**config.mk**
```make
export PLATFORM = sky130hd
export DESIGN_NAME = pssc_cell
export DESIGN_NICKNAME = d
export VERILOG_FILES = /design/src/rtl/pssc_pkg.sv /design/src/rtl/pssc_cell.sv
export SDC_FILE = /design/constraint.sdc
export NUM_CORES = 1
export LEC_CHECK = 0
export BUFFER_PORTS_ARGS = -buffer_cell sky130_fd_sc_hd__buf_2
export CAP_MARGIN = 25
export CORE_ASPECT_RATIO = 1.5
export CORE_MARGIN = 5
export CORE_UTILIZATION = 41
export DETAILED_ROUTE_END_ITERATION = 8
export PLACE_DENSITY = 0.76
export SYNTH_ARGS = -nofsm -noshare
export SYNTH_HDL_FRONTEND = slang
export SYNTH_SLANG_ARGS = --single-unit
export TNS_END_PERCENT = 1
```
**constraint.sdc**
```tcl
create_clock -name i_clk -period 0.8 [get_ports i_clk]
set_input_delay 0.12 -clock i_clk [delete_from_list [all_inputs] [get_ports i_clk]]
set_output_delay 0.12 -clock i_clk [all_outputs]
set_load 0.02 [all_outputs]
```
**src/rtl/pssc_pkg.sv**
```systemverilog
`default_nettype none

package pssc_pkg;

    localparam int COORD_W = 25;
    localparam int DIFF_W  = COORD_W + 1;
    localparam int SQ_W    = 2 * COORD_W + 1;
    localparam int D2_W    = SQ_W + 1;
    localparam int TOL_W   = 13;
    localparam int CUT_W   = 15;
    localparam int CENT_W  = 14;
    localparam int BAND_W  = 15;
    localparam int THR_W   = 2 * BAND_W;
    localparam int SEEN_W  = 3;
    localparam int CNT_W   = 2;
    localparam int PADDR_W = 4;
    localparam int PDATA_W = 32;

    localparam logic [SEEN_W-1:0] SEEN_FULL = 3'd4;

    // band centers, milli-angstrom: index 0 two apart, 1 three apart, 2 four apart
    localparam logic [CENT_W-1:0] HELIX_C0  = 14'd5450;
    localparam logic [CENT_W-1:0] HELIX_C1  = 14'd5180;
    localparam logic [CENT_W-1:0] HELIX_C2  = 14'd6370;
    localparam logic [CENT_W-1:0] STRAND_C0 = 14'd6100;
    localparam logic [CENT_W-1:0] STRAND_C1 = 14'd10400;
    localparam logic [CENT_W-1:0] STRAND_C2 = 14'd13000;

    localparam logic [TOL_W-1:0] HELIX_TOL_RST  = 13'd2100;
    localparam logic [TOL_W-1:0] STRAND_TOL_RST = 13'd1420;
    localparam logic [CUT_W-1:0] TURN_CUT_RST   = 15'd8200;

    typedef enum logic [1:0] {
        CLASS_HELIX  = 2'd0,
        CLASS_STRAND = 2'd1,
        CLASS_TURN   = 2'd2,
        CLASS_LOOP   = 2'd3
    } t_class;

    typedef enum logic [1:0] {
        REG_HELIX_TOL  = 2'd0,
        REG_STRAND_TOL = 2'd1,
        REG_TURN_CUT   = 2'd2
    } t_reg;

    typedef struct packed {
        logic signed [COORD_W-1:0] x;
        logic signed [COORD_W-1:0] y;
        logic signed [COORD_W-1:0] z;
    } t_pos;

    typedef struct packed {
        logic [THR_W-1:0] hi2;
        logic [THR_W-1:0] lo2;
        logic             lo_ok;
    } t_band;

    typedef struct packed {
        t_band [2:0]      hx;
        t_band [2:0]      st;
        logic [THR_W-1:0] turn2;
    } t_thr;

    typedef struct packed {
        logic             classify;
        logic [CNT_W-1:0] cnt;
    } t_meta;

    function automatic t_band make_band(input logic [CENT_W-1:0] centre,
                                        input logic [TOL_W-1:0] tol);
        logic [BAND_W-1:0] hi;
        logic [BAND_W-1:0] lo;
        t_band             b;
        hi      = BAND_W'(centre) + BAND_W'(tol);
        lo      = BAND_W'(centre) - BAND_W'(tol);
        b.hi2   = THR_W'(hi) * THR_W'(hi);
        b.lo2   = THR_W'(lo) * THR_W'(lo);
        b.lo_ok = (BAND_W'(tol) <= BAND_W'(centre));
        return b;
    endfunction

    function automatic logic in_band(input logic [D2_W-1:0] d2, input t_band b);
        return (d2 < D2_W'(b.hi2)) && (!b.lo_ok || (d2 > D2_W'(b.lo2)));
    endfunction

endpackage

`default_nettype wire

```
**src/rtl/pssc_cell.sv**
```systemverilog
`default_nettype none

module pssc_cell import pssc_pkg::*; (
    input  wire       i_clk,
    input  wire       i_rst_n,
    input  wire       i_shift,
    input  wire       i_clear,
    input  wire t_pos i_next,
    output t_pos      o_pos
);

    t_pos r_pos;
    t_pos n_pos;

    always_comb begin
        n_pos = r_pos;
        if (i_shift) begin
            n_pos = i_clear ? '0 : i_next;
        end
    end

    always_ff @(posedge i_clk) begin
        if (!i_rst_n) begin
            r_pos <= '0;
        end else begin
            r_pos <= n_pos;
        end
    end

    assign o_pos = r_pos;

endmodule

`default_nettype wire

```
==> results by group <==
Finish
  – Area growth syn-to-layout: 66.28%
  – Max reg flops: 75
  – Nets: 600
  – Post-layout util: 69.49%
  – Final Instance Area: 5022 um2
  – Fraction of layout cells with a size suffix above 1: 51.33%
  – Ant diodes: 0

STA
  – Fin crit period: 0.9305 ns
  – Slew HR: 80.28%
  – Fin crit share: 116.3%
  – Final Max Slew Viols: 0
  – Fmax: 1075 MHz
  – Final Setup Violations: 75
  – Clk_skew: 0 ns
  – Hold Vio Cnt, Final: 0
  – RSZ-0062 raised after global routing: yes
  – Setup ws final: -0.1305 ns
  – Worst-margin pin slew: 0.2958 ns
  – Worst hold slack: 0.009561 ns

Power and ir drop
  – Cell Int Power: 5.969 mW
  – Worst vdd ir: 0.001046 V
  – Psw: 2.064 mW
  – Power share of the clock group: 32.0%
  – P per Cell Area: 1599 nW/um2
  – P_leak: 2.157 nW
  – Switching Share: 25.69%
  – Sequential power share: 50.1%
  – Comb power frac: 17.9%
  – Total power: 8.033 mW

Routing
  – Detailed Routing Iterations Pass 1: 4
  – Vias/cell: 4.856
  – Post-detailed-route count of antenna-violating nets: 0
  – Routed WL per cell: 14.82 um
  – DRC: 0
  – Vias: 3040
  – Post-Route WL: 9276 um
  – Iteration-0 DRC Markers: 149

Worst setup path
  – Critical Path AT: 0.81 ns
  – CP Max Fanout: 2
  – CP delay by family, top: flip-flops
  – R2r startpoint: o_pos[10]
  – CP max stage cell: dfxtp_2
  – Critical-path cell list: buf_6
  – Worst r2r dst: o_pos[10]
  – Setup CP Type: reg2out
  – CP required: 0.68 ns
  – CP Launch Type: flop
  – FF-to-FF path depth: 3
  – CP bufs+invs: 1
  – Slowest stage delay, CP: 0.35 ns
  – Critical Path End Type: output port
  – Worst R2R Setup Slack: 0.10 ns

Hold path
  – Min-Delay Endpoint: o_pos[63]
  – WHS Path Cells: 3
  – Hold/Removal Path Class: in2reg
  – Hold Crit Start: i_next[63]

Logic synthesis
  – Number of synthesized register bits: 75
  – Mapped cell area: 3020 um2
  – Unique masters post-synth: 12
  – Sequential share of the synthesized area: 49.71%
  – Cells after Synth: 334
  – Syn_area_per_cell: 9.043 um2
  – Synthesized Nets: 413
  – Ys Warns: 0

Global route
  – Antenna violations before repair: 0
  – Total gr overflow: 0
  – Largest net degree at the start of global routing: 53
  – GRT Util Overall: 20.39%
  – First-pass GRT wire length: 14680 um
  – Vias in the first global route: 3115

Floorplan
  – Die width: 80.08 um
  – Die Span Y: 115.1 um
  – Starting Density: 41.79%
  – Row count: 38
  – Io pins: 154
  – Core Area: 7227 um2
  – Die area: 9219 um2

Clocking
  – H-tree depth reported by CTS: 3
  – Clock Tree Buf Depth: 2
  – Latest clock arrival within the worst-skew pair: 0.33 ns
  – Sink Count: 75
  – CTS tree: built
  – Clock buffer count from CTS: 9
  – Clock root buffer master: clkbuf_8
  – Clk slew on worst S/H paths: 0.07 ns

Flow run
  – Max-Cap Viols: 0

Run status
  – Failing checks: negative setup slack
  – Status: complete, but fails checks

Placed design
  – Buffers on Ports: 153
  – Placed instance area: 3829 um2
  – Placer Congestion: 0.7515
  – Final HPWL DP: 5521 um
  – Setup WS pre-CTS: -0.1044 ns
[area by class of cell]
| type | instances | area, um2 |
|---|---|---|
| repair buffers | 209 | 1833 |
| fillers | 519 | 2205 |
| multi-input cells | 226 | 1296 |
| clock buffers | 14 | 162.7 |
| clock inverters | 2 | 10.01 |
| well taps | 100 | 125.1 |
| flip-flops and latches | 75 | 1595 |
[repair_timing]
item / in CTS / in global routing
gates resized for setup: 225 / 0
endpoints found under the hold margin: 45 / 0
cloned: 0 / 0
hold buffers: 45 / 0
setup buffers: 1 / 0
setup endpoints to repair: 75 / 75
[logic make-up after synthesis]
family          share of synthesized area (%)
compound gates                          14.37
buf+inv                                 7.457
flops                                   49.71
simple gates                            28.46
[through the flow]
stage / instances / setup TNS (ns)
global placement: 564 / -3.314
finish: 626 / -8.169
global route: 626 / -11.17
detailed placement: 564 / -4.859
CTS: 626 / -9.832
floorplan: 334 / 0
[how the worst max path moves through the flow]
stage,from,to,slack [ns],cells after the start
2_1_floorplan,i_rst_n,o_pos[10],0.01,5
5_1_grt,o_pos[55],o_pos[55],-0.17,1
4_1_cts,o_pos[23],o_pos[23],-0.14,1
3_3_place_gp,i_clear,o_pos[74],-0.06,4
3_5_place_dp,i_clear,o_pos[1],-0.10,4
6_report,o_pos[55],o_pos[55],-0.13,1
[power groups by stage]
| stage | combinational [mW] | sequential (mW) | clock, mW |
|---|---|---|---|
| floorplan | 0.474 | 4.22 | 0 |
| global placement | 1.06 | 4.04 | 0 |
| detailed placement | 1.07 | 4.04 | 0 |
| CTS | 1.42 | 4.02 | 2.65 |
| global route | 1.55 | 4.04 | 2.82 |
| finish | 1.44 | 4.02 | 2.57 |
[synth_stat cells]
master / instances / area, um2
nand2b_1: 1 / 6.260
nand2_1: 75 / 281.5
o21ai_1: 43 / 215.2
nand3b_1: 75 / 563.0
buf_6: 8 / 90.09
clkbuf_1: 2 / 7.510
dfxtp_1: 75 / 1501
buf_4: 5 / 37.54
nand4b_1: 1 / 8.760
o21ai_2: 17 / 148.9
buf_2: 18 / 90.09
o21ai_0: 14 / 70.07
[layout by cell type, fill, tap and decap left out, drive strengths merged]
master	count
clkbuf	14
nand2b	1
buf	164
clkinv	2
dlygate4sd3	45
nand4b	1
dfxtp	75
nand2	75
o21ai	74
nand3b	75
[tightest hold or removal path: stages]
cell	delay, ns
buf_2	0.09
nand2_1	0.05
o21ai_1	0.05
[layer usage]
metal,GRT usage [%],share of wire (%),up-vias
met2,37.06,54,118
li1,-,-,1504
met5,0,0,-
met4,10.71,2.8,0
met3,4.232,6.1,19
met1,21.73,37,1399
Note: power is estimated with default switching activity, not from simulation.
