--- config.mk ---
export PLATFORM = sky130hd
export DESIGN_NAME = pssc_classify
export DESIGN_NICKNAME = d
export VERILOG_FILES = /design/src/rtl/pssc_pkg.sv /design/src/rtl/pssc_classify.sv
export SDC_FILE = /design/constraint.sdc
export NUM_CORES = 1
export LEC_CHECK = 0
export CORE_MARGIN = 3
export CORE_UTILIZATION = 40
export CTS_CLUSTER_SIZE = 12
export DETAILED_ROUTE_END_ITERATION = 10
export DONT_BUFFER_PORTS = 1
export GPL_ROUTABILITY_DRIVEN = 0
export MAX_ROUTING_LAYER = met4
export SYNTH_ARGS = -nofsm -noshare
export SYNTH_HDL_FRONTEND = slang
export SYNTH_SLANG_ARGS = --single-unit
--- constraint.sdc ---
create_clock -name i_clk -period 6.1 [get_ports i_clk]
set_input_delay 1.525 -clock i_clk [delete_from_list [all_inputs] [get_ports i_clk]]
set_output_delay 1.525 -clock i_clk [all_outputs]
set_load 0.05 [all_outputs]
--- src/rtl/pssc_pkg.sv ---
`default_nettype none

package pssc_pkg;

    localparam int COORD_W = 25;
    localparam int DIFF_W  = COORD_W + 1;
    localparam int SQ_W    = 2 * COORD_W + 1;
    localparam int D2_W    = SQ_W + 1;
    localparam int TOL_W   = 13;
    localparam int CUT_W   = 15;
    localparam int CENT_W  = 14;
    localparam int BAND_W  = 15;
    localparam int THR_W   = 2 * BAND_W;
    localparam int SEEN_W  = 3;
    localparam int CNT_W   = 2;
    localparam int PADDR_W = 4;
    localparam int PDATA_W = 32;

    localparam logic [SEEN_W-1:0] SEEN_FULL = 3'd4;

    // band centers, milli-angstrom: index 0 two apart, 1 three apart, 2 four apart
    localparam logic [CENT_W-1:0] HELIX_C0  = 14'd5450;
    localparam logic [CENT_W-1:0] HELIX_C1  = 14'd5180;
    localparam logic [CENT_W-1:0] HELIX_C2  = 14'd6370;
    localparam logic [CENT_W-1:0] STRAND_C0 = 14'd6100;
    localparam logic [CENT_W-1:0] STRAND_C1 = 14'd10400;
    localparam logic [CENT_W-1:0] STRAND_C2 = 14'd13000;

    localparam logic [TOL_W-1:0] HELIX_TOL_RST  = 13'd2100;
    localparam logic [TOL_W-1:0] STRAND_TOL_RST = 13'd1420;
    localparam logic [CUT_W-1:0] TURN_CUT_RST   = 15'd8200;

    typedef enum logic [1:0] {
        CLASS_HELIX  = 2'd0,
        CLASS_STRAND = 2'd1,
        CLASS_TURN   = 2'd2,
        CLASS_LOOP   = 2'd3
    } t_class;

    typedef enum logic [1:0] {
        REG_HELIX_TOL  = 2'd0,
        REG_STRAND_TOL = 2'd1,
        REG_TURN_CUT   = 2'd2
    } t_reg;

    typedef struct packed {
        logic signed [COORD_W-1:0] x;
        logic signed [COORD_W-1:0] y;
        logic signed [COORD_W-1:0] z;
    } t_pos;

    typedef struct packed {
        logic [THR_W-1:0] hi2;
        logic [THR_W-1:0] lo2;
        logic             lo_ok;
    } t_band;

    typedef struct packed {
        t_band [2:0]      hx;
        t_band [2:0]      st;
        logic [THR_W-1:0] turn2;
    } t_thr;

    typedef struct packed {
        logic             classify;
        logic [CNT_W-1:0] cnt;
    } t_meta;

    function automatic t_band make_band(input logic [CENT_W-1:0] centre,
                                        input logic [TOL_W-1:0] tol);
        logic [BAND_W-1:0] hi;
        logic [BAND_W-1:0] lo;
        t_band             b;
        hi      = BAND_W'(centre) + BAND_W'(tol);
        lo      = BAND_W'(centre) - BAND_W'(tol);
        b.hi2   = THR_W'(hi) * THR_W'(hi);
        b.lo2   = THR_W'(lo) * THR_W'(lo);
        b.lo_ok = (BAND_W'(tol) <= BAND_W'(centre));
        return b;
    endfunction

    function automatic logic in_band(input logic [D2_W-1:0] d2, input t_band b);
        return (d2 < D2_W'(b.hi2)) && (!b.lo_ok || (d2 > D2_W'(b.lo2)));
    endfunction

endpackage

`default_nettype wire

--- src/rtl/pssc_classify.sv ---
`default_nettype none

module pssc_classify import pssc_pkg::*; (
    input  wire              i_clk,
    input  wire              i_adv,
    input  wire              i_valid,
    input  wire [D2_W-1:0]   i_d15,
    input  wire [D2_W-1:0]   i_d25,
    input  wire [D2_W-1:0]   i_d35,
    input  wire t_thr        i_thr,
    output t_class           o_class
);

    // distances of earlier items that reappear in this window
    logic [D2_W-1:0] r_d25_p;
    logic [D2_W-1:0] r_d35_p;
    logic [D2_W-1:0] r_d35_pp;

    logic helix;
    logic strand;

    always_ff @(posedge i_clk) begin
        if (i_adv && i_valid) begin
            r_d25_p  <= i_d25;
            r_d35_p  <= i_d35;
            r_d35_pp <= r_d35_p;
        end
    end

    always_comb begin
        helix  = in_band(r_d35_pp, i_thr.hx[0]) && in_band(r_d35_p, i_thr.hx[0])
              && in_band(i_d35, i_thr.hx[0]) && in_band(r_d25_p, i_thr.hx[1])
              && in_band(i_d25, i_thr.hx[1]) && in_band(i_d15, i_thr.hx[2]);
        strand = in_band(r_d35_pp, i_thr.st[0]) && in_band(r_d35_p, i_thr.st[0])
              && in_band(i_d35, i_thr.st[0]) && in_band(r_d25_p, i_thr.st[1])
              && in_band(i_d25, i_thr.st[1]) && in_band(i_d15, i_thr.st[2]);
        if (helix) begin
            o_class = CLASS_HELIX;
        end else if (strand) begin
            o_class = CLASS_STRAND;
        end else if (i_d15 < D2_W'(i_thr.turn2)) begin
            o_class = CLASS_TURN;
        end else begin
            o_class = CLASS_LOOP;
        end
    end

endmodule

`default_nettype wire

==> summary.txt <==
Outcome
  – Status: finished, final reports clean

STA
  – FMAX: around 0.17 GHz
  – Clock Skew: between 10 and 15 ps
  – Final Hold Fails: 0
  – Clock period minus worst slack: ~6000 ps
  – Final Setup Violations: 0
  – Final worst-path cycle share: about 100%
  – Slew HR: between 30% and 40%
  – Worst slew pin tran: slightly above 1000 ps
  – Slew Limit Fails: 0
  – Unrepaired setup endpoints after global routing: false

Setup path
  – Setup CP Type: in -> out
  – Worst Setup End Kind: primary output
  – Startpoint types: input pin
  – Critical path required time: approximately 4600 ps
  – Crit-path max FO: 2
  – Worst EP arrival: 4440 ps

Yosys
  – Area leader, netlist: ha_1
  – Synthesized net count: 3767
  – Mapped Avg Cell Area: 9.12 sq um
  – Sequential area share after synthesis: between 20% and 30%
  – Cell variety after synth: just over 70
  – Yosys warning total: 0
  – Top FF cell, synth: edfxtp_1
  – Commonest cells post-synth: ha_1, inv_1, a21oi_1, edfxtp_1, a21o_1
  – Post-synth ARST share: 0%
  – Number of flops mapped to enable cells by yosys: 156
  – Post-synth top area share: ~41%
  – Synth Instances: between 2k and 2.5k
  – Leading post-synthesis cells by cell area: ha_1, edfxtp_1, inv_1, a21o_1, a21oi_1
  – Yosys reg bits: 156
  – Most common cell in the netlist: ha_1
  – Cell area after synthesis: about 23000 sq um

Placement
  – I/O Buffers: 0
  – DP HPWL: roughly 75 mm
  – Post-DP Area: 23800 sq um

Finish
  – Post-Layout Inst Area: between 20000 and 25000 sq um
  – Area delta synth->final: 8.49%
  – Nets: between 3k and 4k
  – Share of cells above drive strength 1: under 10%

Detailed routing
  – Via count: just over 20k
  – Antenna viol nets, final: 0
  – DRC: 0
  – WL per Instance: 26.0 um
  – Final WL: roughly 86 mm
  – Drt first-iter violations: 1357
  – DR vias/cell: between 6 and 7
  – Drt pass-1 iters: 5

Die
  – # IOs: around 560
  – Initial Util: 40.7%
  – Width of the die: around 240 um
  – Die Y-Extent: between 200 and 250 um
  – Core ar.: approximately 55000 sq um
  – Core Rows: 86
  – Die area: ~59000 sq um

Power and ir drop
  – Final Power: around 3600 uW
  – Power density cells: roughly 150 nW/um^2
  – Maximum VDD drop: between 0.2 and 0.25 mV
  – Leakage power: about 0.013 uW

CTS
  – H-tree levels: 4
  – Clock Latency Late Sink: roughly 500 ps
  – Hold_buf cts: 0
  – Clock root cell: clkbuf_16
  – Reg clk slew, reported paths: around 70 ps
  – CTS max path bufs: 2
  – CTS tree: built
  – TritonCTS Buffers: 17
  – Clk sinks: about 160

GRT
  – Initial antenna violation count: 14
  – Vias in the first global route: 20.7k
  – Grt total ovfl: 0
  – First-pass GRT wire length: roughly 130 mm
  – GRT Util Overall: slightly below 30%
  – Largest net degree at the start of global routing: 61

Flow run
  – MaxCap Viol Count: 0

Min path
  – Worst hold path type: reg -> reg
## per-stage QoR
stage          cells  hold slack, ps  util, %  setup WS (ps)  TNS, ps
6_report        3308             451     44.2            138        0
3_3_place_gp    3263             437     43.0         -0.370   -0.370
4_1_cts         3294             459     44.1           16.3        0
5_1_grt         3308             467     44.2          0.995        0
3_5_place_dp    3263             440     43.0           36.1        0
2_1_floorplan   2475             427        -            484        0
## final timing paths
kind                    startpoint  cells after the start  slack, ps                endpoint
max                     i_thr[391]                     12        140              o_class[1]
min          r_d35_p[38]$_DFFE_PP_                      0        450  r_d35_pp[38]$_DFFE_PP_
max reg2reg  r_d35_p[29]$_DFFE_PP_                      0       5250  r_d35_pp[29]$_DFFE_PP_
min reg2reg  r_d35_p[38]$_DFFE_PP_                      0        450  r_d35_pp[38]$_DFFE_PP_
## cells in the final DEF (no fill, tap or decap), types with 9 or more instances in the layout
master	count
a2111oi_0	16
a211o_1	10
a211oi_1	35
a21o_1	149
a21oi_1	196
a221oi_1	12
and3_1	16
and4_1	22
buf_4	39
clkbuf_16	17
diode_2	13
edfxtp_1	156
ha_1	737
inv_1	401
nand2_1	113
nand2b_1	16
nand3_1	60
nand4_1	127
nor2_1	70
nor2b_1	26
nor3_1	27
nor4_1	51
o2111ai_1	9
o211ai_1	13
o21a_1	22
o21ai_0	81
## logic make-up (layout without fill, tap and decap cells)
kind of cell	Yosys count	in the layout	synth area share (%)
fa+ha+maj	737	737	40.9
compound gates	608	608	17.7
simple gates	573	573	14.1
buf+inv	401	473	6.67
flops	156	156	20.8
other cells	0	13	0
## power breakdown
part	total, uW	leakage (uW)	internal, uW	switching [uW]
sequential	1330	0.00146	1250	73.9
clock	1110	0.000279	575	531
combinational	1200	0.0108	507	690
total	3630	0.0126	2340	1300
## per-layer routing
layer | routed length, um | track usage [%] | up-vias
li1 | - | - | 9522
met1 | 36000 | 35.2 | 9632
met2 | 40400 | 48.2 | 796
met3 | 6550 | 6.20 | 153
met4 | 3160 | 11.0 | 0
met5 | 0 | - | -
## critical path, cell delays in order
cell and delay (ps):
inv_1 20, ha_1 270, a21o_1 180, a21o_1 180, a221oi_1 400, nor2_1 190, or4_1 490, a2111oi_0 380
nand4_1 270, nor2_2 270, nor2b_1 70, buf_4 190
## sequential cells by signal, summed over array words and instances, names as in the netlist
signal / count
r_d25_p: 52
r_d35_p: 52
r_d35_pp: 52
## timing repair
action,in CTS,in global routing
endpoints found under the setup margin,0,2
resized for setup,0,7
setup buffers,0,1
## area by class of cell
type / count / area [sq um]
antenna: 13 / 32.5
clock buffer: 17 / 425
clock inverter: 14 / 151
fill: 5382 / 30900
inverter: 401 / 1510
multi-input combinational: 1918 / 16400
sequential: 156 / 4680
tap: 748 / 936
timing repair buffer: 41 / 333
(Power assumes the default switching activity.)
