$ cat src/rtl/pssc_pkg.sv
`default_nettype none

package pssc_pkg;

    localparam int COORD_W = 25;
    localparam int DIFF_W  = COORD_W + 1;
    localparam int SQ_W    = 2 * COORD_W + 1;
    localparam int D2_W    = SQ_W + 1;
    localparam int TOL_W   = 13;
    localparam int CUT_W   = 15;
    localparam int CENT_W  = 14;
    localparam int BAND_W  = 15;
    localparam int THR_W   = 2 * BAND_W;
    localparam int SEEN_W  = 3;
    localparam int CNT_W   = 2;
    localparam int PADDR_W = 4;
    localparam int PDATA_W = 32;

    localparam logic [SEEN_W-1:0] SEEN_FULL = 3'd4;

    // band centers, milli-angstrom: index 0 two apart, 1 three apart, 2 four apart
    localparam logic [CENT_W-1:0] HELIX_C0  = 14'd5450;
    localparam logic [CENT_W-1:0] HELIX_C1  = 14'd5180;
    localparam logic [CENT_W-1:0] HELIX_C2  = 14'd6370;
    localparam logic [CENT_W-1:0] STRAND_C0 = 14'd6100;
    localparam logic [CENT_W-1:0] STRAND_C1 = 14'd10400;
    localparam logic [CENT_W-1:0] STRAND_C2 = 14'd13000;

    localparam logic [TOL_W-1:0] HELIX_TOL_RST  = 13'd2100;
    localparam logic [TOL_W-1:0] STRAND_TOL_RST = 13'd1420;
    localparam logic [CUT_W-1:0] TURN_CUT_RST   = 15'd8200;

    typedef enum logic [1:0] {
        CLASS_HELIX  = 2'd0,
        CLASS_STRAND = 2'd1,
        CLASS_TURN   = 2'd2,
        CLASS_LOOP   = 2'd3
    } t_class;

    typedef enum logic [1:0] {
        REG_HELIX_TOL  = 2'd0,
        REG_STRAND_TOL = 2'd1,
        REG_TURN_CUT   = 2'd2
    } t_reg;

    typedef struct packed {
        logic signed [COORD_W-1:0] x;
        logic signed [COORD_W-1:0] y;
        logic signed [COORD_W-1:0] z;
    } t_pos;

    typedef struct packed {
        logic [THR_W-1:0] hi2;
        logic [THR_W-1:0] lo2;
        logic             lo_ok;
    } t_band;

    typedef struct packed {
        t_band [2:0]      hx;
        t_band [2:0]      st;
        logic [THR_W-1:0] turn2;
    } t_thr;

    typedef struct packed {
        logic             classify;
        logic [CNT_W-1:0] cnt;
    } t_meta;

    function automatic t_band make_band(input logic [CENT_W-1:0] centre,
                                        input logic [TOL_W-1:0] tol);
        logic [BAND_W-1:0] hi;
        logic [BAND_W-1:0] lo;
        t_band             b;
        hi      = BAND_W'(centre) + BAND_W'(tol);
        lo      = BAND_W'(centre) - BAND_W'(tol);
        b.hi2   = THR_W'(hi) * THR_W'(hi);
        b.lo2   = THR_W'(lo) * THR_W'(lo);
        b.lo_ok = (BAND_W'(tol) <= BAND_W'(centre));
        return b;
    endfunction

    function automatic logic in_band(input logic [D2_W-1:0] d2, input t_band b);
        return (d2 < D2_W'(b.hi2)) && (!b.lo_ok || (d2 > D2_W'(b.lo2)));
    endfunction

endpackage

`default_nettype wire

$ cat src/rtl/pssc_dist.sv
`default_nettype none

module pssc_dist import pssc_pkg::*; (
    input  wire              i_clk,
    input  wire              i_adv,
    input  wire t_pos        i_new,
    input  wire t_pos        i_old,
    output logic [D2_W-1:0]  o_dist2
);

    logic signed [DIFF_W-1:0] r_dx;
    logic signed [DIFF_W-1:0] r_dy;
    logic signed [DIFF_W-1:0] r_dz;
    logic [SQ_W-1:0]          r_sx;
    logic [SQ_W-1:0]          r_sy;
    logic [SQ_W-1:0]          r_sz;
    logic [D2_W-1:0]          r_sum;

    function automatic logic [SQ_W-1:0] sq_mag(input logic signed [DIFF_W-1:0] d);
        logic [DIFF_W-1:0] m;
        logic [2*DIFF_W-1:0] p;
        m = d[DIFF_W-1] ? DIFF_W'(-d) : DIFF_W'(d);
        p = (2*DIFF_W)'(m) * (2*DIFF_W)'(m);
        return p[SQ_W-1:0];
    endfunction

    always_ff @(posedge i_clk) begin
        if (i_adv) begin
            r_dx  <= DIFF_W'(i_new.x) - DIFF_W'(i_old.x);
            r_dy  <= DIFF_W'(i_new.y) - DIFF_W'(i_old.y);
            r_dz  <= DIFF_W'(i_new.z) - DIFF_W'(i_old.z);
            r_sx  <= sq_mag(r_dx);
            r_sy  <= sq_mag(r_dy);
            r_sz  <= sq_mag(r_dz);
            r_sum <= D2_W'(r_sx) + D2_W'(r_sy) + D2_W'(r_sz);
        end
    end

    assign o_dist2 = r_sum;

endmodule

`default_nettype wire

$ cat config.mk
export PLATFORM = sky130hd
export DESIGN_NAME = pssc_dist
export DESIGN_NICKNAME = d
export VERILOG_FILES = /design/src/rtl/pssc_pkg.sv /design/src/rtl/pssc_dist.sv
export SDC_FILE = /design/constraint.sdc
export NUM_CORES = 2
export LEC_CHECK = 0
export ABC_CLOCK_PERIOD_IN_PS = 12050
export BUFFER_PORTS_ARGS = -buffer_cell sky130_fd_sc_hd__buf_2
export CORE_UTILIZATION = 23
export CTS_CLUSTER_DIAMETER = 150
export CTS_CLUSTER_SIZE = 20
export DETAILED_ROUTE_END_ITERATION = 7
export GPL_TIMING_DRIVEN = 0
export HOLD_SLACK_MARGIN = 0.05
export PLACE_DENSITY_LB_ADDON = 0.08
export REMOVE_ABC_BUFFERS = 1
export SYNTH_ARGS = -nofsm -noshare
export SYNTH_HDL_FRONTEND = slang
export SYNTH_SLANG_ARGS = --single-unit
$ cat constraint.sdc
create_clock -name i_clk -period 12.05 [get_ports i_clk]
set_input_delay 1.205 -clock i_clk [delete_from_list [all_inputs] [get_ports i_clk]]
set_output_delay 1.205 -clock i_clk [all_outputs]
set_load 0.005 [all_outputs]
==> flow_metrics.env <==
export IMPL_htreeDepth=1
export IMPL_track_usage_pct=15.4
export IMPL_cp_endpoint="r_sx[49]"
export IMPL_core_area_sq_um=315000
export IMPL_grt_pass1_vias=56500
export IMPL_area_growth_pct=12.2
export IMPL_synth_top_area_share_pct=43.8
export IMPL_cts_made_buffers=23
export IMPL_layout_commonest_cell="inv_1"
export IMPL_grt_setup_unrepaired="false"
export IMPL_post_route_cell_area_sq_um=81700
export IMPL_ant_nets=0
export IMPL_cpPeakStageDelay_ps=620
export IMPL_cts_buffer_depth=3
export IMPL_holdCritPathClass="in2reg"
export IMPL_nets=10300
export IMPL_reg2reg_depth=30
export IMPL_die_area_sq_um=319000
export IMPL_grt_pass1_wl_um=366000
export IMPL_slew_viol_final=0
export IMPL_cp_common_cell="fa_1"
export IMPL_ys_warn_count=0
export IMPL_rows=206
export IMPL_finalHoldViolCount=0
export IMPL_drtPass1Iterations=5
export IMPL_min_period_ps=11580
export IMPL_busiest_layer="met2"
export IMPL_utilization_pct=26.0
export IMPL_die_h_um=565
export IMPL_globalRouteMet3Util_pct=0.944
export IMPL_routed_wl_um=240000
export IMPL_start_kind="register"
export IMPL_hold_depth=1
export IMPL_synth_edf_count=280
export IMPL_ys_seq_area_share_pct=11.5
export IMPL_place_hpwl_um=205000
export IMPL_path_max_fanout=21
export IMPL_gr_usage_met2_pct=26.3
export IMPL_setup_viol=0
export IMPL_yosys_area_top_type="fa_1"
export IMPL_path_buf_inv=4
export IMPL_status="finished clean"
export IMPL_grt_max_degree=103
export IMPL_cts_tree="done"
export IMPL_tightest_slew_ps=1190
export IMPL_mostFrequentLayoutCells="inv_1 (2207), fa_1 (1595), nand2_1 (690), ha_1 (683), nor2_1 (544)"
export IMPL_fin_tns_setup_ps=0
export IMPL_synth_top_cells_by_area="fa_1 (44%), ha_1 (12%), edfxtp_1 (12%)"
export IMPL_drive_gt1_share_pct=6.19
export IMPL_drt_iter0_markers=2356
export IMPL_ff2ff_setup_slack_ps=470
export IMPL_fin_skew_ps=28.8
export IMPL_placed_cell_area_sq_um=80700
export IMPL_path_delay_family="adder cells"
export IMPL_start_util_pct=23.1
export IMPL_cts_root_buf="clkbuf_16"
export IMPL_syn_inst=7660
export IMPL_critPathRequiredTime_ps=12400
export IMPL_antenna_found_initial=10
export IMPL_crit_start="r_dx[2]"
export IMPL_via_per_inst=4.15
export IMPL_synth_avg_cell_area_sq_um=9.51
export IMPL_hold_buffers=0
export IMPL_fill_cells=34100
export IMPL_use_met1_pct=21.9
export IMPL_clkSinkCount=280
export IMPL_cp_depth=30
export IMPL_clk_latency_ps=670
export IMPL_port_buffers=203
export IMPL_r2r_start="r_dx[2]"
export IMPL_cpMaxStageDelayCell="or4_4"
export IMPL_grt_overflow=0
export IMPL_slew_headroom_pct=20.1
export IMPL_fin_crit_sh_pct=96.1
export IMPL_cap_violations=0
export IMPL_drc=0
export IMPL_die_x_um=565
export IMPL_timing_rr_end="r_sx[49]"
export IMPL_ys_flop_type="edfxtp_1"
export IMPL_synth_cell_type_count=83
export IMPL_synthesis_area_sq_um=72800
export IMPL_wl_per_cell_um=19.9
export IMPL_clk_pin_slew_worst_paths_ps=80
export IMPL_clock_fmax_mhz=86.3
export IMPL_async_flop_share_pct=0
export IMPL_arrival_ps=11940
export IMPL_cp_end_kind="register"
export IMPL_synth_seq_cells=280
export IMPL_io_pins=204
export IMPL_crit_type="reg2reg"
export IMPL_vias=50100
export IMPL_gp_congestion=0.806
-- cells by family after synthesis --
group                    count (synthesis)  share of synthesized area [%]
buffers and inverters                 2403                           12.4
AO/OA/AOI/OAI                          802                           7.20
AND/OR/NAND/NOR                       1557                           9.15
adder cells (fa/ha/maj)               2278                           55.6
other                                    2                         0.0103
multiplexers                             3                         0.0429
flip-flops                             280                           11.5
XOR/XNOR                               335                           4.06
-- metal layers --
metal / part of all wire (%) / wire [um]
met2: 48 / 115000
met5: 0.012 / 30
met1: 48 / 116000
met3: 2.7 / 6480
met4: 1.3 / 3210
-- through the flow --
step / cells / setup slack (ps) / hold slack, ps
after floorplan: 7565 / 2540 / 585
after global placement: 11900 / -3440 / 920
after detailed placement: 12000 / -1720 / 923
after CTS: 12000 / 64.7 / 766
after global routing: 12100 / 3.56 / 806
final: 12100 / 469 / 847
-- cell usage after synthesis (all sizes together) (25+ instances only) --
| library cell | count |
|---|---|
| a211oi | 31 |
| a21o | 138 |
| a21oi | 231 |
| and2 | 27 |
| and3 | 26 |
| buf | 25 |
| clkbuf | 131 |
| edfxtp | 280 |
| fa | 1595 |
| ha | 683 |
| inv | 2227 |
| nand2 | 691 |
| nand2b | 43 |
| nand3 | 45 |
| nand4 | 29 |
| nor2 | 546 |
| nor2b | 32 |
| nor3 | 35 |
| o21a | 54 |
| o21ai | 146 |
| o21bai | 27 |
| o31ai | 26 |
| or3 | 25 |
| xnor2 | 225 |
| xor2 | 110 |
-- how the worst min path moves through the flow --
stage                         from     endpoint
after floorplan            r_dy[1]      r_sy[2]
after global placement    r_sy[50]  o_dist2[51]
after detailed placement  r_sy[50]  o_dist2[51]
after CTS                    i_adv  o_dist2[34]
after global routing         i_adv  o_dist2[34]
final                        i_adv  o_dist2[34]
-- cell type report --
class / instances / area, sq um / area share, %
tap: 4160 / 5200 / 6.37
antenna: 3 / 7.51 / 0.00918
sequential: 280 / 8410 / 10.3
multi-input combinational: 5038 / 56300 / 68.9
inverter: 2247 / 8480 / 10.4
clock inverter: 13 / 160 / 0.196
clock buffer: 25 / 583 / 0.713
timing repair buffer: 310 / 2570 / 3.14
-- flip-flops by register name, summed over array words and instances, names as in the netlist --
register and cells:
r_dy 26, r_dx 26, r_sy 50, r_sx 50, r_dz 26, r_sz 50, o_dist2 52
-- repair_timing --
action | CTS | global route
pin swaps | 0 | 3
hold endpoints to repair | 0 | 0
resized for setup | 11 | 12
setup endpoints to repair | 38 | 13
buffers inserted | 1 | 26
Power is left out: the tool's default activity adds up to more than one toggle a clock period on the data nets, which glitch-free logic cannot reach.
